**src/design/clcd_pkg.sv**
```systemverilog
// Shared types and constants for the character LCD 4-bit write sequencer.
package clcd_pkg;

    localparam int FUNC_W       = 2;
    localparam int BYTE_W       = 8;
    localparam int NUM_W        = 14;
    localparam int COUNT_W      = 3;
    localparam int NIB_W        = 4;
    localparam int HOLD_W       = 16;
    localparam int PHASE_HOLD_W = 10;
    localparam int CFG_IDX_W    = 2;
    localparam int CFG_DATA_W   = 16;

    localparam int BCD_DIGITS   = 5;
    localparam int DIGIT_IDX_W  = $clog2(BCD_DIGITS);
    localparam int CONV_CNT_W   = $clog2(NUM_W + 1);

    localparam int STEP_W       = 5;
    localparam int QDEPTH       = 2;
    localparam int QPTR_W       = $clog2(QDEPTH);

    localparam logic [FUNC_W-1:0] FUNC_CMD    = 2'd0;
    localparam logic [FUNC_W-1:0] FUNC_DATA   = 2'd1;
    localparam logic [FUNC_W-1:0] FUNC_NUMBER = 2'd2;
    localparam logic [FUNC_W-1:0] FUNC_POWER  = 2'd3;

    localparam logic [CFG_IDX_W-1:0] CFG_PHASE_HOLD = 2'd0;
    localparam logic [CFG_IDX_W-1:0] CFG_POWER_WAIT = 2'd1;
    localparam logic [CFG_IDX_W-1:0] CFG_WAKE_WAIT  = 2'd2;

    localparam logic [PHASE_HOLD_W-1:0] PHASE_HOLD_RST = 10'd100;
    localparam logic [HOLD_W-1:0]       POWER_WAIT_RST = 16'd50000;
    localparam logic [HOLD_W-1:0]       WAKE_WAIT_RST  = 16'd5000;

    localparam logic [STEP_W-1:0] BYTE_PHASES     = 5'd4;
    localparam logic [STEP_W-1:0] POWER_PHASES    = 5'd23;
    localparam logic [STEP_W-1:0] POWER_IDLE_STEP = 5'd0;
    localparam logic [STEP_W-1:0] WAKE_HIGH_STEP  = 5'd1;
    localparam logic [STEP_W-1:0] WAKE_LOW_STEP   = 5'd2;
    localparam logic [STEP_W-1:0] POWER_CMD_BASE  = 5'd3;
    localparam logic [STEP_W-1:0] CLEAR_LAST_STEP = 5'd11;

    localparam logic [HOLD_W-1:0] CLEAR_EXTRA_US = 16'd100;
    localparam logic [NIB_W-1:0]  WAKE_NIBBLE    = 4'h2;
    localparam logic [NIB_W-1:0]  ASCII_ZERO_HI  = 4'h3;

    typedef struct packed {
        logic [FUNC_W-1:0]                 func;
        logic [BYTE_W-1:0]                 byte_val;
        logic [BCD_DIGITS-1:0][NIB_W-1:0]  digits;
        logic [COUNT_W-1:0]                count;
    } entry_t;

    function automatic logic [BYTE_W-1:0] init_cmd(input logic [2:0] idx);
        logic [BYTE_W-1:0] b;
        case (idx)
            3'd0:    b = 8'h28;
            3'd1:    b = 8'h08;
            3'd2:    b = 8'h01;
            3'd3:    b = 8'h06;
            3'd4:    b = 8'h0C;
            default: b = 8'h00;
        endcase
        return b;
    endfunction

endpackage

```
**src/design/clcd_front.sv**
```systemverilog
// Front end: accepts requests, drops number requests with a bad digit count and converts numbers to BCD.
module clcd_front #(
    parameter int MAX_DIGITS = 4
) (
    input  logic                          clk,
    input  logic                          rst_n,
    input  logic                          start,
    output logic                          busy,
    input  logic [clcd_pkg::FUNC_W-1:0]   func,
    input  logic [clcd_pkg::BYTE_W-1:0]   byte_value,
    input  logic [clcd_pkg::NUM_W-1:0]    number_value,
    input  logic [clcd_pkg::COUNT_W-1:0]  digit_count,
    output logic                          push,
    output clcd_pkg::entry_t              push_entry,
    input  logic                          q_full
);

    localparam int LIMIT_W = 18;
    localparam logic [LIMIT_W-1:0] NUM_LIMIT = LIMIT_W'(10 ** MAX_DIGITS - 1);

    logic                                  hold_valid_reg, hold_valid_next;
    logic [clcd_pkg::CONV_CNT_W-1:0]       conv_cnt_reg, conv_cnt_next;
    logic [clcd_pkg::NUM_W-1:0]            bin_reg, bin_next;
    clcd_pkg::entry_t                      entry_reg, entry_next;

    logic                                  accept;
    logic                                  bad_count;
    logic [LIMIT_W-1:0]                    num_ext;
    logic [clcd_pkg::NUM_W-1:0]            num_sat;
    logic [clcd_pkg::BCD_DIGITS-1:0][clcd_pkg::NIB_W-1:0] adj;
    logic [clcd_pkg::BCD_DIGITS*clcd_pkg::NIB_W:0]        shifted;

    assign push   = hold_valid_reg && (conv_cnt_reg == '0) && !q_full;
    assign busy   = hold_valid_reg && !push;
    assign accept = start && !busy;
    assign push_entry = entry_reg;

    assign bad_count = (digit_count == '0) || (digit_count > clcd_pkg::COUNT_W'(MAX_DIGITS));
    assign num_ext   = LIMIT_W'(number_value);
    assign num_sat   = (num_ext > NUM_LIMIT) ? clcd_pkg::NUM_W'(NUM_LIMIT) : number_value;

    always_comb
    begin
        for (int i = 0; i < clcd_pkg::BCD_DIGITS; i++)
        begin
            adj[i] = (entry_reg.digits[i] >= 4'd5) ? entry_reg.digits[i] + 4'd3
                                                   : entry_reg.digits[i];
        end
    end

    assign shifted = {adj, bin_reg[clcd_pkg::NUM_W-1]};

    always_comb
    begin
        hold_valid_next = hold_valid_reg;
        conv_cnt_next   = conv_cnt_reg;
        bin_next        = bin_reg;
        entry_next      = entry_reg;
        if (push)
        begin
            hold_valid_next = 1'b0;
        end
        if (hold_valid_reg && (conv_cnt_reg != '0))
        begin
            entry_next.digits = shifted[clcd_pkg::BCD_DIGITS*clcd_pkg::NIB_W-1:0];
            bin_next      = {bin_reg[clcd_pkg::NUM_W-2:0], 1'b0};
            conv_cnt_next = conv_cnt_reg - 1'b1;
        end
        if (accept && !((func == clcd_pkg::FUNC_NUMBER) && bad_count))
        begin
            hold_valid_next     = 1'b1;
            entry_next.func     = func;
            entry_next.byte_val = byte_value;
            entry_next.count    = digit_count;
            entry_next.digits   = '0;
            bin_next            = num_sat;
            conv_cnt_next       = (func == clcd_pkg::FUNC_NUMBER)
                                  ? clcd_pkg::CONV_CNT_W'(clcd_pkg::NUM_W) : '0;
        end
    end

    always_ff @(posedge clk or negedge rst_n)
    begin
        if (!rst_n)
        begin
            hold_valid_reg <= 1'b0;
            conv_cnt_reg   <= '0;
        end
        else
        begin
            hold_valid_reg <= hold_valid_next;
            conv_cnt_reg   <= conv_cnt_next;
        end
    end

    always_ff @(posedge clk)
    begin
        bin_reg   <= bin_next;
        entry_reg <= entry_next;
    end

endmodule

```
**src/design/clcd_queue.sv**
```systemverilog
// Two-entry request queue between the front end and the phase sequencer.
module clcd_queue (
    input  logic              clk,
    input  logic              rst_n,
    input  logic              push,
    input  clcd_pkg::entry_t  push_entry,
    output logic              full,
    input  logic              pop,
    output logic              empty,
    output clcd_pkg::entry_t  head
);

    localparam int CNT_W = $clog2(clcd_pkg::QDEPTH + 1);

    clcd_pkg::entry_t                mem_reg [clcd_pkg::QDEPTH];
    logic [clcd_pkg::QPTR_W-1:0]     wr_ptr_reg, wr_ptr_next;
    logic [clcd_pkg::QPTR_W-1:0]     rd_ptr_reg, rd_ptr_next;
    logic [CNT_W-1:0]                cnt_reg, cnt_next;

    assign full  = (cnt_reg == CNT_W'(clcd_pkg::QDEPTH));
    assign empty = (cnt_reg == '0);
    assign head  = mem_reg[rd_ptr_reg];

    always_comb
    begin
        wr_ptr_next = push ? wr_ptr_reg + 1'b1 : wr_ptr_reg;
        rd_ptr_next = pop ? rd_ptr_reg + 1'b1 : rd_ptr_reg;
        cnt_next    = cnt_reg + CNT_W'(push) - CNT_W'(pop);
    end

    always_ff @(posedge clk or negedge rst_n)
    begin
        if (!rst_n)
        begin
            wr_ptr_reg <= '0;
            rd_ptr_reg <= '0;
            cnt_reg    <= '0;
        end
        else
        begin
            wr_ptr_reg <= wr_ptr_next;
            rd_ptr_reg <= rd_ptr_next;
            cnt_reg    <= cnt_next;
        end
    end

    always_ff @(posedge clk)
    begin
        if (push)
        begin
            mem_reg[wr_ptr_reg] <= push_entry;
        end
    end

endmodule

```
**src/design/clcd_back.sv**
```systemverilog
// Phase sequencer: expands queued requests into one pin phase per cycle.
module clcd_back (
    input  logic                              clk,
    input  logic                              rst_n,
    input  logic                              q_empty,
    input  clcd_pkg::entry_t                  head,
    output logic                              pop,
    input  logic [clcd_pkg::PHASE_HOLD_W-1:0] phase_hold,
    input  logic [clcd_pkg::HOLD_W-1:0]       power_wait,
    input  logic [clcd_pkg::HOLD_W-1:0]       wake_wait,
    output logic                              strobe,
    output logic                              reg_select,
    output logic                              enable_line,
    output logic [clcd_pkg::NIB_W-1:0]        bus_nibble,
    output logic [clcd_pkg::HOLD_W-1:0]       hold_us,
    output logic                              last
);

    logic                             active_reg, active_next;
    logic [clcd_pkg::STEP_W-1:0]      step_reg, step_next;
    clcd_pkg::entry_t                 cur_reg, cur_next;

    logic [clcd_pkg::STEP_W-1:0]      total;
    logic [clcd_pkg::STEP_W-1:0]      sub;
    logic [clcd_pkg::DIGIT_IDX_W-1:0] digit_idx;
    logic [clcd_pkg::BYTE_W-1:0]      cur_byte;
    logic [clcd_pkg::NIB_W-1:0]       nib;
    logic [clcd_pkg::HOLD_W-1:0]      byte_hold;
    logic                             is_power;

    assign is_power = (cur_reg.func == clcd_pkg::FUNC_POWER);
    assign sub      = is_power ? step_reg - clcd_pkg::POWER_CMD_BASE : step_reg;
    assign digit_idx = clcd_pkg::DIGIT_IDX_W'(cur_reg.count - 1'b1 - sub[4:2]);

    always_comb
    begin
        case (cur_reg.func)
            clcd_pkg::FUNC_CMD,
            clcd_pkg::FUNC_DATA:   total = clcd_pkg::BYTE_PHASES;
            clcd_pkg::FUNC_NUMBER: total = {cur_reg.count, 2'b00};
            default:               total = clcd_pkg::POWER_PHASES;
        endcase
    end

    always_comb
    begin
        case (cur_reg.func)
            clcd_pkg::FUNC_CMD,
            clcd_pkg::FUNC_DATA:   cur_byte = cur_reg.byte_val;
            clcd_pkg::FUNC_NUMBER: cur_byte = {clcd_pkg::ASCII_ZERO_HI,
                                               cur_reg.digits[digit_idx]};
            default:               cur_byte = clcd_pkg::init_cmd(sub[4:2]);
        endcase
    end

    assign nib       = sub[1] ? cur_byte[3:0] : cur_byte[7:4];
    assign byte_hold = clcd_pkg::HOLD_W'(phase_hold);

    always_comb
    begin
        reg_select  = (cur_reg.func == clcd_pkg::FUNC_DATA)
                      || (cur_reg.func == clcd_pkg::FUNC_NUMBER);
        enable_line = !sub[0];
        bus_nibble  = nib;
        hold_us     = byte_hold;
        if (is_power)
        begin
            case (step_reg)
                clcd_pkg::POWER_IDLE_STEP:
                begin
                    enable_line = 1'b0;
                    bus_nibble  = '0;
                    hold_us     = power_wait;
                end
                clcd_pkg::WAKE_HIGH_STEP:
                begin
                    enable_line = 1'b1;
                    bus_nibble  = clcd_pkg::WAKE_NIBBLE;
                    hold_us     = '0;
                end
                clcd_pkg::WAKE_LOW_STEP:
                begin
                    enable_line = 1'b0;
                    bus_nibble  = clcd_pkg::WAKE_NIBBLE;
                    hold_us     = wake_wait;
                end
                default:
                begin
                    if (sub == clcd_pkg::CLEAR_LAST_STEP)
                    begin
                        hold_us = byte_hold + clcd_pkg::CLEAR_EXTRA_US;
                    end
                end
            endcase
        end
    end

    assign strobe = active_reg;
    assign last   = active_reg && (step_reg == total - 1'b1);
    assign pop    = !q_empty && (!active_reg || last);

    always_comb
    begin
        active_next = active_reg;
        step_next   = step_reg;
        cur_next    = cur_reg;
        if (pop)
        begin
            active_next = 1'b1;
            step_next   = '0;
            cur_next    = head;
        end
        else if (last)
        begin
            active_next = 1'b0;
        end
        else if (active_reg)
        begin
            step_next = step_reg + 1'b1;
        end
    end

    always_ff @(posedge clk or negedge rst_n)
    begin
        if (!rst_n)
        begin
            active_reg <= 1'b0;
            step_reg   <= '0;
        end
        else
        begin
            active_reg <= active_next;
            step_reg   <= step_next;
        end
    end

    always_ff @(posedge clk)
    begin
        cur_reg <= cur_next;
    end

endmodule

```
**src/design/char_lcd_nibble_write_sequencer_core.sv**
```systemverilog
// Top level of the character LCD 4-bit write sequencer.
// Throughput: one pin phase per cycle, as set by the phase sequencer; numbers also pass
// through the front-end BCD converter first.
// Reset: queue empty, sequencer idle, registers at 100 / 50000 / 5000 us.
// Results cannot be stalled; busy rises only when the front end cannot hand off its request.
module char_lcd_nibble_write_sequencer_core #(
    parameter int MAX_DIGITS = 4
) (
    input  logic                                clk,
    input  logic                                rst_n,
    input  logic                                start,
    output logic                                busy,
    input  logic [clcd_pkg::FUNC_W-1:0]         func,
    input  logic [clcd_pkg::BYTE_W-1:0]         byte_value,
    input  logic [clcd_pkg::NUM_W-1:0]          number_value,
    input  logic [clcd_pkg::COUNT_W-1:0]        digit_count,
    input  logic                                cfg_write,
    input  logic [clcd_pkg::CFG_IDX_W-1:0]      cfg_index,
    input  logic [clcd_pkg::CFG_DATA_W-1:0]     cfg_data,
    output logic                                strobe,
    output logic                                reg_select,
    output logic                                enable_line,
    output logic [clcd_pkg::NIB_W-1:0]          bus_nibble,
    output logic [clcd_pkg::HOLD_W-1:0]         hold_us,
    output logic                                last
);

    logic [clcd_pkg::PHASE_HOLD_W-1:0] phase_hold_reg, phase_hold_next;
    logic [clcd_pkg::HOLD_W-1:0]       power_wait_reg, power_wait_next;
    logic [clcd_pkg::HOLD_W-1:0]       wake_wait_reg, wake_wait_next;

    logic              q_push, q_full, q_pop, q_empty;
    clcd_pkg::entry_t  q_in, q_head;

    always_comb
    begin
        phase_hold_next = phase_hold_reg;
        power_wait_next = power_wait_reg;
        wake_wait_next  = wake_wait_reg;
        if (cfg_write)
        begin
            case (cfg_index)
                clcd_pkg::CFG_PHASE_HOLD:
                    phase_hold_next = cfg_data[clcd_pkg::PHASE_HOLD_W-1:0];
                clcd_pkg::CFG_POWER_WAIT: power_wait_next = cfg_data;
                clcd_pkg::CFG_WAKE_WAIT:  wake_wait_next  = cfg_data;
                default: ;
            endcase
        end
    end

    always_ff @(posedge clk or negedge rst_n)
    begin
        if (!rst_n)
        begin
            phase_hold_reg <= clcd_pkg::PHASE_HOLD_RST;
            power_wait_reg <= clcd_pkg::POWER_WAIT_RST;
            wake_wait_reg  <= clcd_pkg::WAKE_WAIT_RST;
        end
        else
        begin
            phase_hold_reg <= phase_hold_next;
            power_wait_reg <= power_wait_next;
            wake_wait_reg  <= wake_wait_next;
        end
    end

    clcd_front #(
        .MAX_DIGITS (MAX_DIGITS)
    ) u_front (
        .clk          (clk),
        .rst_n        (rst_n),
        .start        (start),
        .busy         (busy),
        .func         (func),
        .byte_value   (byte_value),
        .number_value (number_value),
        .digit_count  (digit_count),
        .push         (q_push),
        .push_entry   (q_in),
        .q_full       (q_full)
    );

    clcd_queue u_queue (
        .clk        (clk),
        .rst_n      (rst_n),
        .push       (q_push),
        .push_entry (q_in),
        .full       (q_full),
        .pop        (q_pop),
        .empty      (q_empty),
        .head       (q_head)
    );

    clcd_back u_back (
        .clk         (clk),
        .rst_n       (rst_n),
        .q_empty     (q_empty),
        .head        (q_head),
        .pop         (q_pop),
        .phase_hold  (phase_hold_reg),
        .power_wait  (power_wait_reg),
        .wake_wait   (wake_wait_reg),
        .strobe      (strobe),
        .reg_select  (reg_select),
        .enable_line (enable_line),
        .bus_nibble  (bus_nibble),
        .hold_us     (hold_us),
        .last        (last)
    );

    a_no_push_full: assert property (@(posedge clk) disable iff (!rst_n)
        q_push |-> !q_full)
        else $error("queue written while full");

    a_no_pop_empty: assert property (@(posedge clk) disable iff (!rst_n)
        q_pop |-> !q_empty)
        else $error("queue read while empty");

    a_enable_fall: assert property (@(posedge clk) disable iff (!rst_n)
        strobe && enable_line |=> strobe && !enable_line
                                  && $stable(bus_nibble) && $stable(reg_select))
        else $error("enable pulse not followed by its low phase");

    a_enable_not_last: assert property (@(posedge clk) disable iff (!rst_n)
        strobe && enable_line |-> !last)
        else $error("transaction ended with enable high");

endmodule
```
**config.mk**
```make
export PLATFORM = sky130hd
export DESIGN_NAME = char_lcd_nibble_write_sequencer_core
export DESIGN_NICKNAME = d
export VERILOG_FILES = /design/src/design/clcd_pkg.sv /design/src/design/clcd_front.sv /design/src/design/clcd_queue.sv /design/src/design/clcd_back.sv /design/src/design/char_lcd_nibble_write_sequencer_core.sv
export SDC_FILE = /design/constraint.sdc
export NUM_CORES = 1
export LEC_CHECK = 0
export ABC_CLOCK_PERIOD_IN_PS = 13020
export BUFFER_PORTS_ARGS = -buffer_cell sky130_fd_sc_hd__buf_2
export CAP_MARGIN = 15
export CORE_MARGIN = 3
export CORE_UTILIZATION = 50
export DETAILED_ROUTE_END_ITERATION = 6
export GPL_TIMING_DRIVEN = 0
export PLACE_DENSITY = 0.72
export SETUP_SLACK_MARGIN = 0.3
export SLEW_MARGIN = 20
export SYNTH_ARGS = -nofsm -noshare
export SYNTH_HDL_FRONTEND = slang
export SYNTH_SLANG_ARGS = --single-unit
```
**constraint.sdc**
```tcl
create_clock -name clk -period 13.02 [get_ports clk]
set_clock_uncertainty 0.05 [all_clocks]
set_input_delay 0.651 -clock clk [delete_from_list [all_inputs] [get_ports clk]]
set_output_delay 0.651 -clock clk [all_outputs]
set_load 0.05 [all_outputs]
```
# ---- Word level (Yosys, flattened, before mapping)
# Memory sizes are Yosys's and may differ from the RTL's. A register that Yosys moved wholly into a read port is not among the register bits.
# Index checks and enable logic that the tools add are counted.
dict set report word_totals {
  ramBits 66
  reg_bits 104
  wordCells 132
  mem_bits_ro 0
  input_bits 49
  latch_bits 0
  n_memories 1
  output_inout_bits 25
}
# memory depth word_bits rd rd_clocked_by_memory_dff wr line_no
set mem_list {}
lappend mem_list {u_queue.mem_reg 2 33 1 1 1 clcd_queue.sv:15} ;# clcd_pkg::entry_t mem_reg [clcd_pkg::QDEPTH];
dict set report op_classes {
  order_cmp 8
  add_sub_neg 16
  mul 0
  n_shift 0
  eq_ne 16
  div_mod_pow 0
  n_bitwise 0
  n_reduce_logical 38
  n_mux 34
}
# cell n
set op_table {}
lappend op_table {{16-bit case mux with 3 select lines} 1}
lappend op_table {{14-bit two-way mux} 3}
lappend op_table {{4-bit two-way mux} 10}
lappend op_table {{16-bit two-way mux} 2}
lappend op_table {{6-bit case mux with 5 select lines} 1}
lappend op_table {{4-bit by 3-bit greater-or-equal comparator with 1-bit output, second input constant} 5}
lappend op_table {{5-bit two-way mux} 4}
lappend op_table {{4-bit by 2-bit adder with 4-bit output, second input constant} 4}
lappend op_table {{8-bit case mux with 2 select lines} 1}
lappend op_table {{14-bit greater-than comparator, second input constant} 1}
lappend op_table {{4-bit binary-select mux with 3-bit select} 1}
lappend op_table {{10-bit by 7-bit adder with 11-bit output, second input constant} 1}
lappend op_table {{2-bit == test, second input constant} 5}
lappend op_table {{5-bit case mux with 2 select lines} 1}
lappend op_table {{1-bit logical AND} 9}
lappend op_table {{4-bit case mux with 2 select lines} 1}
lappend op_table {{2-bit AND reduction} 4}
lappend op_table {{2-bit nonzero test} 4}
lappend op_table {{1-bit zero test} 7}
lappend op_table {{1-bit two-way mux} 7}
lappend op_table {{3-bit by 2-bit == test with 1-bit output, second input constant} 2}
lappend op_table {{2-bit zero test} 3}
lappend op_table {{3-bit zero test} 2}
lappend op_table {{2-bit OR reduction} 3}
lappend op_table {{other kinds (26)} 30}

# ---- Logic depth before layout (Yosys ltp)
# Gate-level depths: netlist (run 1).
dict set report depth {
  ltp_word 10
  ltp_mapped 15
}

# ---- Hierarchy
# A second synthesis (run 1) with hierarchy kept.
dict set report hier_totals {
  cells_unflattened 723
  hier_area_um2 9706.8
}
# module area_per_inst_um2 cells_each n_inst seq_area_each_um2
set by_module_without_submodules {}
lappend by_module_without_submodules {clcd_queue 2730.1 118 1 2082.0}
lappend by_module_without_submodules {clcd_back 2685.1 268 1 1141.1}
lappend by_module_without_submodules {clcd_front 2588.7 247 1 1336.3}
lappend by_module_without_submodules {char_lcd_nibble_write_sequencer_core 1702.9 90 1 1068.5}

# ---- Worst setup path after synthesis (run 1)
# Ideal clock, no wire load.
dict set report synth_timing {
  kind {reg2reg}
  from {reg, netlist name u_back.cur_reg[32]}
  to {reg u_queue.cnt_reg[1]}
  required_ps 12890
  setup_slack_ps 8344
  t_arrival_ps 4546
  stages_incl_launch_ff 16
  setup_ps 80
  cell_sequence {edfxtp_1 inv_1 ha_1 or2_2 clkbuf_1 nor3b_1 ha_1 xor2_1 nand3_1 o31a_1 nor2_1 ha_1 inv_1 ha_1 xnor2_1 xnor2_1}
}
dict set report synth_via {
  elab_chain_len 9
  elab_cells_between_ends 11
}
# element line_no
set synth_rtl {}
lappend synth_rtl {{2-bit by 1-bit == test with 1-bit output or 2-bit zero test (tied branches)} clcd_back.sv:37} ;# case (cur_reg.func)
lappend synth_rtl {{2-bit OR reduction} clcd_back.sv:37}
lappend synth_rtl {{5-bit case mux with 2 select lines *} clcd_back.sv:37}
lappend synth_rtl {{5-bit by 1-bit subtractor with 5-bit output *} clcd_back.sv:99} ;# assign last = active_reg && (step_reg == total - 1'b1);
lappend synth_rtl {{5-bit == test *} clcd_back.sv:99}
lappend synth_rtl {{1-bit logical AND *} clcd_back.sv:99}
lappend synth_rtl {{1-bit logical OR *} clcd_back.sv:100} ;# assign pop = !q_empty && (!active_reg || last);
lappend synth_rtl {{1-bit logical AND *} clcd_back.sv:100}
lappend synth_rtl {{named net q_pop} char_lcd_nibble_write_sequencer_core.sv:32} ;# logic q_push, q_full, q_pop, q_empty;
lappend synth_rtl {{2-bit by 1-bit subtractor with 2-bit output *} clcd_queue.sv:28} ;# cnt_next = cnt_reg + CNT_W'(push) - CNT_W'(pop);
lappend synth_rtl {{named net u_queue.cnt_next[1]} clcd_queue.sv:18} ;# logic [CNT_W-1:0] cnt_reg, cnt_next;
lappend synth_rtl {{end signal, assigned} clcd_queue.sv:43} ;# cnt_reg <= cnt_next;
lappend synth_rtl {{end, declared} clcd_queue.sv:18}
# The timed path passes the listed nets; every way through them passes the cells marked *.
# A chain may end at the register's enable or synchronous reset.

# ---- Worst setup path after layout (run 1)
dict set report layout_timing {
  from {reg, netlist name u_back.cur_reg[32]}
  to {out bus_nibble[0] in the netlist's numbering}
}
dict set report layout_via {
  elab_chain_len 9
  elab_cells_between_ends 19
}
# element line_no
set layout_rtl {}
lappend layout_rtl {{2-bit == test} clcd_back.sv:31} ;# assign is_power = (cur_reg.func == clcd_pkg::FUNC_POWER);
lappend layout_rtl {{5-bit two-way mux} clcd_back.sv:32} ;# assign sub = is_power ? step_reg - clcd_pkg::POWER_CMD_BASE : step_reg;
lappend layout_rtl {{3-bit subtractor} clcd_back.sv:33} ;# assign digit_idx = clcd_pkg::DIGIT_IDX_W'(cur_reg.count - 1'b1 - sub[4:2]);
lappend layout_rtl {{4-bit binary-select mux with 3-bit select} clcd_back.sv:51} ;# cur_reg.digits[digit_idx]};
lappend layout_rtl {{4-bit two-way mux (implied by the code)} clcd_back.sv:51}
lappend layout_rtl {{8-bit case mux with 2 select lines} clcd_back.sv:47} ;# case (cur_reg.func)
lappend layout_rtl {{4-bit two-way mux} clcd_back.sv:56} ;# assign nib = sub[1] ? cur_byte[3:0] : cur_byte[7:4];
lappend layout_rtl {{4-bit case mux with 2 select lines} clcd_back.sv:68} ;# case (step_reg)
lappend layout_rtl {{4-bit two-way mux *} clcd_back.sv:66} ;# if (is_power)
lappend layout_rtl {{end, declared} char_lcd_nibble_write_sequencer_core.sv:23} ;# output logic [clcd_pkg::NIB_W-1:0] bus_nibble,
# Mark *: on every way between the ends. The rest lies on a longest branch, timed or not. The select of a mux whose other input is x is not followed.

==> impl_results.md, run 1 <==
- CP Capture Type: output port
- Core box area: 0.0180 mm²
- Grt ovf: 0
- Die X: 142 µm
- Critical Path AT: 4.59 ns
- Reg clk slew, reported paths: 0.06 ns
- Crit path required time: 12.32 ns
- Max Cap Violations: 0
- CP max FO: 10
- Clock share of power: 26.4%
- CP max-delay cell: fa_1
- YS warnings: 0
- Max FFs per register: 66
- Seq cells post-synth: 203
- Fillers: 1388
- Asr flop ratio synth: 28.1%
- Site Rows: 49
- Postcts setup bufs: 0
- Synth Net Count: 798
- Net switching power: 899 µW
- Via count: 5896
- GRT Overall Usage: 18.3%
- Most numerous cell in the Yosys netlist: edfxtp_1
- Leak: 0.00420 µW
- CTS root buf: clkbuf_16
- Final hold vios: 0
- Combinational power share: 35.0%
- WP buf/inv: 4
- H-tree depth: 1
- Synth Cell Area: 0.00923 mm²
- Fin crit share: 40.6%
- Max rail drop VDD: 0.173 mV
- Unrepaired setup endpoints after global routing: false
- DRT iter0 DRCs: 337
- IO Count: 74
- Delay-heaviest family, CP: adder cells
- TritonCTS clock tree: done
- Sink Count: 203
- Wirelength per Cell: 17.1 µm
- Seq/Total Area, Yosys: 60.9%
- Hold Crit Class: in -> async
- Syn_area_per_cell: 12.8 µm²
- Share of layout cells above drive strength 1: 27.1%
- Post-Route WL: 18300 µm
- Vias/cell: 5.53
- Synth cell count leaders: 126 x edfxtp_1, 77 x mux2_2, 71 x nand2_1, 46 x o21ai_0, 43 x dfrtp_1
- Worst R2R End: u_queue.cnt_reg[1]$_DFF_PN0_
- Register-to-register setup slack: 9.37 ns
- Die Y: 142 µm
- Slew HR: 41.0%
- Setup violators final: 0
- CTS max path bufs: 3
- Max incr delay on CP: 0.55 ns
- Setup CP Type: reg -> out
- Die footprint: 0.0201 mm²
- Count of buffers from port buffering: 73
- Register area: 0.00563 mm²
- CTS resizes: 0
- Crit-path cells: ha_1 -> clkbuf_1 -> nand2b_1 -> xnor2_1 -> inv_1 -> ha_1 -> inv_1 -> fa_1 -> mux4_2 -> mux2_1 -> a221o_1 -> a32o_1 -> buf_2
- PwrDens: 238 mW/mm²
- Pin count of the biggest net entering global routing: 58
- First-pass GRT wire length: 29900 µm
- # nets final: 898
- Area occupied by multi-input gates: 0.00338 mm²
- FF-to-FF path depth: 15
- Fin. max-slew vios: 0
- CTS buffer count: 22
- Worst setup SP type: register
- Reg power frac: 38.6%
- Main flop type after synthesis: edfxtp_1
- Mapped Cells: 721
- Net Sw Frac: 34.9%
- Worst skew pair latency: 0.50 ns
- Final HPWL DP: 12500 µm
- R2R Path Start: u_back.cur_reg[31]$_DFFE_PN_
- Drt first pass iters: 4
- Cell accounting for the most synthesized area: edfxtp_1
- Detailed-route DRC error count: 0
- Post-synth EDFFs: 126
- P&R area growth vs syn: 16.8%
- Post-DRT Antenna Nets: 0
- Hold-fix buffers, CTS: 0
- Tot Pwr: 2570 µW
- Status: completed
- Count of different cell masters after synthesis: 62
- Synth top area share: 41.0%
- Number of global-route vias before repair: 5926
- Synth top area cells: edfxtp_1 41%, dfrtp_1 12%, mux2_2 9.4%
- Min cycle time layout: 5.29 ns
- GP Congestion: 0.850
- Initial Utilization: 51.2%
- Slew at the pin closest to its max-slew limit: 0.877 ns
- ANT cells: 0
- Initial antenna violation count: 0
- Fmax: 0.189 GHz
- Setup tns final: 0 ns
- Int Pwr: 1670 µW
-- metrics by stage --
stage / cells / util (%) / hold WS [ns] / area [µm²] / setup slack (ns)
global route: 1066 / 59.9 / 0.227 / 10800 / 7.43
CTS: 1066 / 59.9 / 0.178 / 10800 / 7.75
detailed placement: 1026 / 55.3 / 0.381 / 9970 / 8.32
floorplan: 721 / - / 0.305 / 9230 / 8.34
finish: 1066 / 59.9 / 0.152 / 10800 / 7.73
global placement: 1023 / 54.8 / 0.376 / 9890 / 7.31
-- power by group through the flow --
| stage | Clock, µW | Combinational (µW) | Sequential (µW) |
|---|---|---|---|
| finish | 679 | 900 | 993 |
| global route | 717 | 1000 | 1010 |
| CTS | 692 | 908 | 991 |
| detailed placement | 0 | 896 | 1000 |
| global placement | 0 | 867 | 998 |
| floorplan | 0 | 694 | 968 |
-- worst max path at each step --
stage	end	startpoint	depth (start not counted)
after floorplan	u_queue.cnt_reg[1]$_DFF_PN0_	u_back.cur_reg[32]$_DFFE_PN_	15
after global placement	u_queue.cnt_reg[1]$_DFF_PN0_	u_back.cur_reg[32]$_DFFE_PN_	15
after detailed placement	bus_nibble[0]	u_back.cur_reg[32]$_DFFE_PN_	13
after CTS	bus_nibble[0]	u_back.cur_reg[32]$_DFFE_PN_	13
after global routing	bus_nibble[0]	u_back.cur_reg[32]$_DFFE_PN_	13
final	bus_nibble[0]	u_back.cur_reg[32]$_DFFE_PN_	13
-- area by class of cell --
cell class,instances,area share (%)
Clock buffer,31,6.48
Sequential cell,203,52.2
Multi-Input combinational cell,454,31.3
Clock inverter,9,1.15
Timing Repair Buffer,76,3.97
Tap cell,229,2.66
Buffer,30,1.11
Inverter,34,1.18
-- cell families (layout without fill, tap and decap cells) --
kind of cell / after synthesis / after routing / synth area share [%]
flip-flops: 203 / 203 / 60.9
AO/OA/AOI/OAI: 144 / 144 / 10.0
multiplexers: 85 / 85 / 10.8
adder cells (fa/ha/maj): 28 / 28 / 3.96
buffers and inverters: 64 / 180 / 2.67
AND/OR/NAND/NOR: 172 / 172 / 8.96
XOR/XNOR: 25 / 25 / 2.66
-- metal layers --
layer / vias to the layer above / GRT usage [%] / routed length, µm
met5: - / 0 / 0
met2: 130 / 31.3 / 9040
met4: 0 / 4.90 / 352
met1: 2900 / 24.4 / 8060
li1: 2836 / - / -
met3: 30 / 2.97 / 804
-- placed cells by master, fill, tap and decap left out, types with 26 or more instances in the layout --
cell,n
clkbuf_16,26
clkbuf_1,26
edfxtp_1,126
inv_1,34
ha_1,26
nand2_1,71
buf_2,74
dfrtp_1,43
o21ai_0,46
a21oi_1,37
nor2_1,32
mux2_2,77
(Power assumes the default switching activity.)
==> run 2, diff against run 1 <==
--- a/config.mk
+++ b/config.mk
@@ -5,7 +5,7 @@
 export SDC_FILE = /design/constraint.sdc
 export NUM_CORES = 1
 export LEC_CHECK = 0
-export ABC_CLOCK_PERIOD_IN_PS = 13020
+export ABC_CLOCK_PERIOD_IN_PS = 5300
 export BUFFER_PORTS_ARGS = -buffer_cell sky130_fd_sc_hd__buf_2
 export CAP_MARGIN = 15
 export CORE_MARGIN = 3
==> constraint.sdc (replaced) <==
create_clock -name clk -period 5.3 [get_ports clk]
set_clock_uncertainty 0.05 [all_clocks]
set_input_delay 0.265 -clock clk [delete_from_list [all_inputs] [get_ports clk]]
set_output_delay 0.265 -clock clk [all_outputs]
set_load 0.05 [all_outputs]
==> run 2 against run 1 <==
Effect of this change:
- global-route usage is 0.33 points higher
- flip-flop and latch count unchanged
- critical path depth stayed put
- non-clock buffer count is 30 higher
- design area up 2.9%
- largest power group unchanged
- clock power grew 150%
- power up 150%
- sequential share of layout area fell by 1.5 points
- register-to-register slack worse by 7.7 ns
- via count up 1.9%
==> impl_results.md, run 2 (synthesis gave the netlist of run 1 again) <==
- Via count: 6008 (+1.9%)
- Die X: 142 µm (unchanged)
- Max FFs per register: 66 (unchanged)
- Critical Path AT: 4.30 ns (-0.29 ns)
- Slew at the pin closest to its max-slew limit: 0.898 ns (+0.0216 ns)
- Number of global-route vias before repair: 6031 (+1.8%)
- Final std cells w/o fill: 1096 (+2.8%)
- Hold Crit Class: in -> reg
- GRT Overall Usage: 18.6% (+0.33 points)
- Min cycle time layout: 4.62 ns
- Pin count of the biggest net entering global routing: 58 (unchanged)
- Post-route setup slack: 0.682 ns (-7.05 ns)
- H-tree depth: 1 (unchanged)
- R2R Path Start: u_back.cur_reg[31]$_DFFE_PN_
- Initial antenna violation count: 0 (unchanged)
- Grt ovf: 0 (unchanged)
- Hold Path Depth: 3
- Die footprint: 0.0201 mm² (unchanged)
- Final HPWL DP: 12500 µm (unchanged)
- IO Count: 74 (unchanged)
- Final hold vios: 0 (unchanged)
- Reg clk slew, reported paths: 0.06 ns (about the same)
- Hold_sp: number_value[0]
- # nets final: 928 (+3.3%)
- Net switching power: 2220 µW (+150%)
- Setup CP Type: reg -> out
- Vias/cell: 5.48 (-0.89%)
- First-pass GRT wire length: 30400 µm (+1.8%)
- PwrDens: 572 mW/mm² (+140%)
- Worst setup SP type: register
- Net Sw Frac: 34.9% (about the same)
- Core box area: 0.0180 mm² (unchanged)
- Reg power frac: 38.4% (-0.2 points)
- P&R area growth vs syn: 20.2%
- CP max FO: 10 (unchanged)
- Die Y: 142 µm (unchanged)
- Status: completed
- CP Capture Type: output port
- Count of buffers from port buffering: 73 (unchanged)
- Post-DRT Antenna Nets: 0 (unchanged)
- Fmax: 0.217 GHz
- Initial Utilization: 51.2% (unchanged)
- CTS max path bufs: 3 (unchanged)
- Most frequent cells in the layout: 126 x edfxtp_1, 77 x mux2_2, 74 x buf_2, 71 x nand2_1, 46 x o21ai_0
- Unrepaired setup endpoints after global routing: false
- Commonest non-fill, non-tap cell in the layout: edfxtp_1
- Share of layout cells above drive strength 1: 26.4% (-0.71 points)
- Max Cap Violations: 0 (unchanged)
- Post-Route WL: 18600 µm (+2.1%)
- Combinational power share: 35.2% (+0.2 points)
- CTS buffer count: 22 (unchanged)
- Crit path required time: 4.99 ns (-7.33 ns)
- GP Congestion: 0.850 (unchanged)
- Clock share of power: 26.3% (about the same)
- Worst R2R End: u_queue.cnt_reg[1]$_DFF_PN0_
- Pre-CTS setup slack: 0.988 ns (-7.33 ns)
- DRT iter0 DRCs: 340 (+0.89%)
- Site Rows: 49 (unchanged)
- Fin. max-slew vios: 0 (unchanged)
- Placed insts: 1026 (unchanged)
- ANT cells: 0 (unchanged)
- TritonCTS clock tree: done
- FF-to-FF path depth: 15 (unchanged)
- Register-to-register setup slack: 1.64 ns (-7.73 ns)
- Leak: 0.00433 µW (+3.2%)
- Max rail drop VDD: 0.425 mV (+150%)
- Drt first pass iters: 6 (+2)
- Detailed-route DRC error count: 0 (unchanged)
- Slew HR: 39.6% (-1.5 points)
- Setup violators final: 0 (unchanged)
- CTS root buf: clkbuf_16
- Wirelength per Cell: 17.0 µm (-0.71%)
- Worst skew pair latency: 0.50 ns (about the same)
- Fin crit share: 87.1%
- Min-Delay Endpoint: u_front.bin_reg[0]$_SDFFCE_PN0P_
- Sink Count: 203 (unchanged)
- Int Pwr: 4130 µW (+150%)
==> run 2: cell count changes in the layout (fill, tap and decap cells not counted), sizes merged <==
cell	delta
dlygate4sd3	+30
==> run 2: how the worst max path moves through the flow <==
| stage | startpoint | end | slack [ns] | cells past startpoint |
|---|---|---|---|---|
| detailed placement | u_back.cur_reg[32]$_DFFE_PN_ | bus_nibble[0] | 0.99 | 13 |
| finish | u_back.cur_reg[32]$_DFFE_PN_ | bus_nibble[0] | 0.68 | 13 |
| global route | u_back.cur_reg[32]$_DFFE_PN_ | bus_nibble[0] | 0.46 | 13 |
| floorplan | u_back.cur_reg[32]$_DFFE_PN_ | u_queue.cnt_reg[1]$_DFF_PN0_ | 0.62 | 15 |
| global placement | u_back.cur_reg[32]$_DFFE_PN_ | u_queue.cnt_reg[1]$_DFF_PN0_ | -0.41 | 15 |
| CTS | u_back.cur_reg[32]$_DFFE_PN_ | bus_nibble[0] | 0.42 | 13 |
==> run 2: through the flow <==
stage          area, µm²  hold WS (ns)  power (µW)  utilization, %  TNS [ns]
2_1_floorplan       9230       -0.0806        4080               -         0
3_3_place_gp        9890         0.376        4580            54.8    -0.680
3_5_place_dp        9970         0.315        4660            55.3         0
4_1_cts            11100       0.00344        6380            61.5         0
5_1_grt            11100        0.0361        6740            61.6         0
6_report           11100        0.0123        6340            61.6         0
==> run 2: final cells by class <==
cell class                 instances  area, µm²
buffer                            30        121
timing repair buffer             106        728
inverter                          34        128
clock inverter                     9        124
clock buffer                      31        699
fill                            1348       6930
sequential                       203       5630
tap                              229        287
multi-input combinational        454       3380
==> run 2: power groups by stage <==
stage	clock network [µW]	registers, µW	logic (µW)
after detailed placement	0	2460	2200
after CTS	1700	2440	2250
after floorplan	0	2380	1700
final	1670	2440	2240
after global placement	0	2450	2130
after global routing	1760	2480	2490
==> run 2: what timing repair did <==
action / CTS / global route
hold endpoints to repair: 98 / 0
resized for setup: 0 / 3
buffers inserted: 0 / 0
hold buffers: 30 / 0
endpoints found under the setup margin: 0 / 3
==> run 2: worst max-delay path, stage by stage (launching register included) <==
cell and delay, ns:
edfxtp_1 0.43, ha_1 0.25, clkbuf_2 0.24, nand2b_1 0.12, xnor2_2 0.29, inv_1 0.16, ha_1 0.23, inv_1 0.09
fa_1 0.56, mux4_2 0.34, mux2_1 0.30, a221o_1 0.30, a32o_1 0.28, buf_2 0.22
==> run 2: metal layers <==
layer	routed length, µm	up-vias	GRT usage (%)	part of all wire [%]
li1	-	2898	-	-
met1	8150	2944	24.7	44
met2	9270	138	32.0	50
met3	897	28	3.03	4.8
met4	320	0	5.00	1.7
met5	0	-	0	0
